--- config.mk ---
export PLATFORM = sky130hd
export DESIGN_NAME = deadline_sorted_ready_queue
export DESIGN_NICKNAME = d
export VERILOG_FILES = /design/src/hdl/edfq_pkg.sv /design/src/hdl/edfq_ctrl.sv /design/src/hdl/edfq_datapath.sv /design/src/hdl/deadline_sorted_ready_queue.sv
export SDC_FILE = /design/constraint.sdc
export NUM_CORES = 2
export LEC_CHECK = 0
export BUFFER_PORTS_ARGS = -buffer_cell sky130_fd_sc_hd__buf_4
export CELL_PAD_IN_SITES_DETAIL_PLACEMENT = 1
export CELL_PAD_IN_SITES_GLOBAL_PLACEMENT = 2
export CORE_ASPECT_RATIO = 1.2
export CORE_MARGIN = 2
export CORE_UTILIZATION = 46
export DETAILED_ROUTE_END_ITERATION = 6
export PLACE_DENSITY = 0.87
export SLEW_MARGIN = 40
export SYNTH_ARGS = -nofsm -noshare
export SYNTH_HDL_FRONTEND = slang
export SYNTH_SLANG_ARGS = --single-unit
--- constraint.sdc ---
create_clock -name clk -period 17 [get_ports clk]
set_clock_uncertainty 0.2 [all_clocks]
set_input_delay 1.7 -clock clk [delete_from_list [all_inputs] [get_ports clk]]
set_output_delay 1.7 -clock clk [all_outputs]
set_load 0.05 [all_outputs]
--- src/hdl/edfq_pkg.sv ---
// ----------------------------------------------------------------------------
// edfq_pkg
// Types, codes and sizes shared by the deadline sorted ready queue modules.
// ----------------------------------------------------------------------------
package edfq_pkg;

	localparam int QUEUE_DEPTH = 16;
	localparam int CNT_W       = $clog2(QUEUE_DEPTH + 1);

	localparam logic [1:0] OP_INSERT  = 2'd0;
	localparam logic [1:0] OP_POP     = 2'd1;
	localparam logic [1:0] OP_INS_POP = 2'd2;

	localparam logic [1:0] STAT_OK    = 2'd0;
	localparam logic [1:0] STAT_FULL  = 2'd1;
	localparam logic [1:0] STAT_EMPTY = 2'd2;

	typedef struct packed {
		logic [1:0]  operation;
		logic [7:0]  task_id;
		logic        task_kind;
		logic [31:0] released_at;
		logic [31:0] deadline;
	} req_t;

	typedef struct packed {
		logic        out_valid;
		logic [7:0]  out_task_id;
		logic        out_kind;
		logic [31:0] out_release_time;
		logic [31:0] out_deadline;
		logic [1:0]  status;
		logic [4:0]  occupancy;
	} rsp_t;

	typedef struct packed {
		logic [7:0]  id;
		logic        kind;
		logic [31:0] rel;
		logic [31:0] dl;
	} entry_t;

	typedef struct packed {
		logic       insert;
		logic       pop;
		logic       load;
		logic [1:0] stat;
	} cmd_t;

	typedef struct packed {
		logic full;
		logic empty;
	} dp_stat_t;

	typedef enum logic {
		S_IDLE,
		S_POP
	} state_t;

endpackage

--- src/hdl/edfq_ctrl.sv ---
// ----------------------------------------------------------------------------
// edfq_ctrl
// Sequencer: takes an item, inserts on acceptance if asked and not full, then
// pops if asked and not empty and loads the result register once it is free.
// ----------------------------------------------------------------------------
module edfq_ctrl (
	input  logic               clk,
	input  logic               arst_n,
	input  logic               req_valid,
	output logic               req_ready,
	input  logic [1:0]         operation,
	output logic               rsp_valid,
	input  logic               rsp_ready,
	input  edfq_pkg::dp_stat_t dp_stat,
	output edfq_pkg::cmd_t     cmd
);

	edfq_pkg::state_t state_q, state_d;
	logic [1:0] op_q;
	logic       drop_q;
	logic       rsp_valid_q;
	logic       accept;
	logic       ins;
	logic       popish;
	logic       slot_free;

	always_ff @(posedge clk or negedge arst_n) begin
		if (!arst_n) begin
			state_q <= edfq_pkg::S_IDLE;
		end else begin
			state_q <= state_d;
		end
	end

	always_ff @(posedge clk or negedge arst_n) begin
		if (!arst_n) begin
			op_q        <= edfq_pkg::OP_INSERT;
			drop_q      <= 1'b0;
			rsp_valid_q <= 1'b0;
		end else begin
			if (accept) begin
				op_q   <= operation;
				drop_q <= ins && dp_stat.full;
			end
			if (cmd.load) begin
				rsp_valid_q <= 1'b1;
			end else if (rsp_ready) begin
				rsp_valid_q <= 1'b0;
			end
		end
	end

	always_comb begin
		state_d    = state_q;
		req_ready  = 1'b0;
		cmd.insert = 1'b0;
		cmd.pop    = 1'b0;
		cmd.load   = 1'b0;
		ins        = (operation inside {edfq_pkg::OP_INSERT, edfq_pkg::OP_INS_POP});
		popish     = (op_q inside {edfq_pkg::OP_POP, edfq_pkg::OP_INS_POP});
		slot_free  = !rsp_valid_q || rsp_ready;
		accept     = 1'b0;
		if (drop_q) begin
			cmd.stat = edfq_pkg::STAT_FULL;
		end else if (popish && dp_stat.empty) begin
			cmd.stat = edfq_pkg::STAT_EMPTY;
		end else begin
			cmd.stat = edfq_pkg::STAT_OK;
		end
		case (state_q)
			edfq_pkg::S_IDLE: begin
				req_ready  = 1'b1;
				accept     = req_valid;
				cmd.insert = req_valid && ins && !dp_stat.full;
				if (req_valid) begin
					state_d = edfq_pkg::S_POP;
				end
			end
			edfq_pkg::S_POP: begin
				if (slot_free) begin
					cmd.load = 1'b1;
					cmd.pop  = popish && !dp_stat.empty;
					state_d  = edfq_pkg::S_IDLE;
				end
			end
			default: begin
				state_d = edfq_pkg::S_IDLE;
			end
		endcase
	end

	assign rsp_valid = rsp_valid_q;

endmodule

--- src/hdl/edfq_datapath.sv ---
// ----------------------------------------------------------------------------
// edfq_datapath
// Shift-register queue of entries sorted by deadline, with every cell
// comparing against the new deadline in parallel, plus the result register.
// ----------------------------------------------------------------------------
module edfq_datapath (
	input  logic               clk,
	input  logic               arst_n,
	input  edfq_pkg::req_t     req,
	input  edfq_pkg::cmd_t     cmd,
	output edfq_pkg::dp_stat_t dp_stat,
	output edfq_pkg::rsp_t     rsp
);

	edfq_pkg::entry_t cell_q [edfq_pkg::QUEUE_DEPTH];
	edfq_pkg::entry_t new_entry;
	edfq_pkg::rsp_t   rsp_q;
	logic [edfq_pkg::CNT_W-1:0] count_q;
	logic [edfq_pkg::CNT_W-1:0] count_next;
	logic [edfq_pkg::QUEUE_DEPTH-1:0] lt;

	assign new_entry.id   = req.task_id;
	assign new_entry.kind = req.task_kind;
	assign new_entry.rel  = req.released_at;
	assign new_entry.dl   = req.deadline;

	// cells ahead of the new entry
	always_comb begin
		for (int i = 0; i < edfq_pkg::QUEUE_DEPTH; i++) begin
			lt[i] = (edfq_pkg::CNT_W'(i) < count_q) && (cell_q[i].dl < req.deadline);
		end
	end

	assign dp_stat.full  = (count_q == edfq_pkg::CNT_W'(edfq_pkg::QUEUE_DEPTH));
	assign dp_stat.empty = (count_q == '0);

	always_comb begin
		count_next = count_q;
		if (cmd.insert) begin
			count_next = count_q + 1'b1;
		end else if (cmd.pop) begin
			count_next = count_q - 1'b1;
		end
	end

	always_ff @(posedge clk or negedge arst_n) begin
		if (!arst_n) begin
			count_q <= '0;
		end else begin
			count_q <= count_next;
		end
	end

	always_ff @(posedge clk) begin
		if (cmd.insert) begin
			if (!lt[0]) begin
				cell_q[0] <= new_entry;
			end
			for (int i = 1; i < edfq_pkg::QUEUE_DEPTH; i++) begin
				if (!lt[i]) begin
					if (lt[i-1]) begin
						cell_q[i] <= new_entry;
					end else begin
						cell_q[i] <= cell_q[i-1];
					end
				end
			end
		end else if (cmd.pop) begin
			for (int i = 0; i < edfq_pkg::QUEUE_DEPTH - 1; i++) begin
				cell_q[i] <= cell_q[i+1];
			end
		end
	end

	always_ff @(posedge clk) begin
		if (cmd.load) begin
			rsp_q.out_valid        <= cmd.pop;
			rsp_q.out_task_id      <= cmd.pop ? cell_q[0].id : '0;
			rsp_q.out_kind         <= cmd.pop ? cell_q[0].kind : 1'b0;
			rsp_q.out_release_time <= cmd.pop ? cell_q[0].rel : '0;
			rsp_q.out_deadline     <= cmd.pop ? cell_q[0].dl : '0;
			rsp_q.status           <= cmd.stat;
			rsp_q.occupancy        <= 5'(count_next);
		end
	end

	assign rsp = rsp_q;

endmodule

--- src/hdl/deadline_sorted_ready_queue.sv ---
// ----------------------------------------------------------------------------
// deadline_sorted_ready_queue
// Earliest-deadline-first ready queue with insert, pop and insert-then-pop.
// ----------------------------------------------------------------------------
// the item is accepted in idle, then the pop step loads the result register
// sequencer: takes no new item until the result of the last one is loaded
//   (insert at acceptance, then pop and result load in the pop state)
// a result not yet taken holds the pop step until the result register frees
// reset: entry count cleared at once, queue empty, no clearing pass
module deadline_sorted_ready_queue (
	input  logic           clk,
	input  logic           arst_n,
	input  logic           req_valid,
	output logic           req_ready,
	input  edfq_pkg::req_t req,
	output logic           rsp_valid,
	input  logic           rsp_ready,
	output edfq_pkg::rsp_t rsp
);

	edfq_pkg::cmd_t     cmd;
	edfq_pkg::dp_stat_t dp_stat;

	edfq_ctrl u_ctrl (
		.clk       (clk),
		.arst_n    (arst_n),
		.req_valid (req_valid),
		.req_ready (req_ready),
		.operation (req.operation),
		.rsp_valid (rsp_valid),
		.rsp_ready (rsp_ready),
		.dp_stat   (dp_stat),
		.cmd       (cmd)
	);

	edfq_datapath u_datapath (
		.clk     (clk),
		.arst_n  (arst_n),
		.req     (req),
		.cmd     (cmd),
		.dp_stat (dp_stat),
		.rsp     (rsp)
	);

	a_one_item: assert property (@(posedge clk) disable iff (!arst_n)
		(req_valid && req_ready) |=> !req_ready)
		else $error("item accepted while another in progress");

	a_pop_not_empty: assert property (@(posedge clk) disable iff (!arst_n)
		(rsp_valid && rsp.out_valid) |-> (rsp.status != edfq_pkg::STAT_EMPTY))
		else $error("popped item flagged as empty pop");

	a_empty_stat: assert property (@(posedge clk) disable iff (!arst_n)
		(rsp_valid && rsp.status == edfq_pkg::STAT_EMPTY)
		|-> (rsp.occupancy == 5'd0 && !rsp.out_valid))
		else $error("empty pop with entries or popped item");

	a_full_stat: assert property (@(posedge clk) disable iff (!arst_n)
		(rsp_valid && rsp.status == edfq_pkg::STAT_FULL)
		|-> (rsp.occupancy == (rsp.out_valid ? 5'(edfq_pkg::QUEUE_DEPTH - 1)
			: 5'(edfq_pkg::QUEUE_DEPTH))))
		else $error("dropped insert without full queue");

endmodule
==> reports/results.tsv <==
metric	value	unit
arrival time at the worst endpoint	7790	ps
power per cell area	231	mW/mm^2
post-detailed-route wirelength per cell	29.6	um
most used flip-flop cell after synthesis	edfxtp_1	
CTS Sinks	1259	
hold-fix buffer count after cts	0	
synth unique cells	75	
number of endpoints failing setup at the final stage	0	
number of placed cells counting well taps	8732	
Most common cell on crit path	buf_4	
Critical Path Fanout Max	27	
synth-to-layout area growth	10.6	%
slack of the critical path	9550	ps
num rows	160	
Yosys warning total	0	
total vias in the final route	58700	
cell type contributing the most total cell area after synthesis	edfxtp_1	
Setup Crit Path Kind	input pin to register	
category of the worst setup path launch point	input pin	
instance count of the mapped netlist	6880	
Total Negative Setup Slacks	0	ps
detailed-route vias per instance	6.52	
critical-path cell list	buf_4, clkinv_1, ha_1, a21oi_1, o21ai_0, nor4bb_1, nand3_1, a41oi_2, or2_4, buf_4, mux2i_1, o21ai_1	
aggregate routed wire length	266	mm
minimum clock period after layout	7450	ps
TritonCTS clock tree	done	
pin count of the biggest net entering global routing	178	
Max Fclk	134	MHz
share of synthesized flip-flops with an asynchronous set or reset	0.00794	
non-filler cells, final	8996	
main area contributors after synthesis	edfxtp_1, ha_1, mux2i_1, nand2_1, a21oi_1	
fraction of final layout cells with drive strength greater than 1	0.0908	
Total GRT Usage	0.325	
proportion of netlist area held by the largest area contributor	0.514	
element type at the critical path end	register	
number of levels the H-tree was split into	4	
total clock buffers created by CTS	144	
count of routing violations after the opening detailed-route iteration	5052	
relative slew slack	0.337	
crit share post-route	0.438	
final hold viol count	0	
Post-CTS Repair Setup Buffers	0	
Static Leak	31.2	nW
first-pass GRT wire length	400	mm
worst slack on hold paths	318	ps
worst ir drop on vdd	152	uV
clock-pin slew on the worst setup and hold paths	60	ps
number of global-route vias before repair	61600	
CP max-delay cell	nor4bb_1	
sum of net half-perimeters after detailed placement	171	mm
data required time of the worst path	17340	ps
number of gates resized after CTS	0	
number of nets in the synthesized netlist	7458	
Hold Path Class	register to register	
total DRC errors in the routed layout	0	
first-pass iteration count of the detailed router	6	
mean area per synthesized cell	10.6	um^2
initial core utilization	0.462	
die span in x	367	um
count of antenna-violating nets left after detailed routing	0	
number of flops mapped to enable cells by yosys	1249	
number of synthesized register bits	1259	
routability-driven placement congestion ratio	0.897	
number of max-cap violations	0	
clock network latency to the later pin of the worst-skew pair	840	ps
number of antenna violations at the first check in global routing	15	
sequential-to-total area share from yosys stat	0.518	
maximum count of clock buffers along a single path	3	
total overflow reported by the global router	0	
Post-Syn Area	0.0729	mm^2
pins over their slew limit	0	
die outline area	0.162	mm^2
status	complete, no violations	
Net count, final	7351	
measured slew at the worst slew-check pin	987	ps
overall die height	440	um
count of buffers inserted at the top-level ports	161	
worst setup timing slack at the placement stage	9100	ps
master cell of the clock root buffer	clkbuf_16	
core region area	0.158	mm^2
maximum cell stage delay along the critical path	840	ps
Ports	162	
setup repair after global routing missed its margin	false	
## sequential cells by signal (all words and copies together), names as in the netlist
signal              flops
u_ctrl.state_q          1
u_ctrl.op_q             2
u_datapath.rsp         81
u_datapath.count_q      5
u_datapath.cell_q    1168
u_ctrl.drop_q           1
u_ctrl.rsp_valid        1
## worst max-delay path, delay by kind of cell
kind                     cells  cell delay (ps)
buffers and inverters        3             1560
multiplexers                 1              310
AND/OR/NAND/NOR              3             2130
adder cells (fa/ha/maj)      1              530
AO/OA/AOI/OAI                4             1390
## metrics by stage
step | instance area (um^2) | total power, mW | utilization
final | 80600 | 18.6 | 0.511
after global routing | 80600 | 19.5 | 0.511
after CTS | 80600 | 18.5 | 0.510
after detailed placement | 75900 | 15.3 | 0.481
after global placement | 75600 | 14.8 | 0.479
after floorplan | 72900 | 12.1 | -
## synth_stat cells, drive strengths merged (5+ instances only)
cell / n
o21ai: 597
dfrtp: 10
or4: 6
a221o: 221
inv: 43
a2111oi: 13
mux2i: 511
o31ai: 5
buf: 162
ha: 499
clkbuf: 369
o311ai: 32
nor2: 525
nor2b: 14
nor3b: 46
nor3: 54
a41oi: 7
and4: 12
nand2b: 18
a21oi: 605
nand4: 56
nand2: 1146
or2: 7
edfxtp: 1249
nand3: 204
and2: 74
a211oi: 29
a211o: 7
a21o: 116
a221oi: 7
a311oi: 73
and3: 5
a31oi: 12
nor4: 12
mux2: 75
o211ai: 10
## cells by family (layout without fill, tap and decap cells)
group           after synthesis  count (layout)  share of synthesized area
fa+ha+maj                   499             499                     0.0856
mux                         586             586                     0.0817
other cells                   0               5                          0
flops                      1259            1259                      0.518
xor+xnor                      4               4                   0.000481
simple gates               2188            2188                      0.128
buf+inv                     574             579                     0.0352
compound gates             1770            1770                      0.151
## final timing paths
check | start | cells past startpoint | slack [ps] | endpoint
setup / recovery | req[16] | 12 | 9550 | u_datapath.cell_q[0][192]
hold / removal | u_ctrl.rsp_valid | 2 | 320 | u_ctrl.rsp_valid
setup reg to reg | u_datapath.count_q[1] | 11 | 10600 | u_datapath.cell_q[0][595]
hold reg to reg | u_ctrl.rsp_valid | 2 | 320 | u_ctrl.rsp_valid
max in group asynchronous | arst_n | 1 | 15940 | u_datapath.count_q[4]
min in group asynchronous | arst_n | 1 | 500 | u_datapath.count_q[2]
## cell type report
type	instances	area, um^2
clock inverters	78	811
clock buffers	180	3830
fillers	16900	77300
multi-input cells	5047	33100
inverters	43	171
repair buffers	278	2340
diodes	5	12.5
well taps	2106	2640
flip-flops and latches	1259	37800
## layer usage
layer	GRT usage	wire length [um]	up-vias
met5	0	90	-
met1	0.400	106000	30400
met4	0.168	14200	14
li1	-	-	25600
met2	0.557	131000	2048
met3	0.0469	14800	580
## power by group
part	switching (mW)	internal (mW)
registers	1.35	5.94
clock network	1.38	1.82
logic	5.57	2.54
## cells in the final DEF, fill, tap and decap left out, types with 36 or more instances in the layout
| master | Yosys | final |
|---|---|---|
| nand3_1 | 204 | 204 |
| ha_1 | 499 | 499 |
| o21ai_0 | 524 | 517 |
| o21ai_1 | 73 | 77 |
| buf_4 | 19 | 240 |
| nor2_1 | 523 | 518 |
| nand2_1 | 1146 | 1132 |
| a311oi_1 | 73 | 73 |
| nor3_1 | 53 | 52 |
| clkbuf_16 | 0 | 147 |
| a221o_1 | 221 | 221 |
| a21oi_1 | 604 | 601 |
| mux2_2 | 75 | 75 |
| edfxtp_1 | 1249 | 1249 |
| a21o_1 | 116 | 116 |
| mux2i_1 | 511 | 511 |
| inv_1 | 42 | 36 |
| nand4_1 | 56 | 56 |
| and2_1 | 74 | 74 |
| nor3b_1 | 46 | 46 |
No activity file was read; power rests on OpenSTA's default activity.
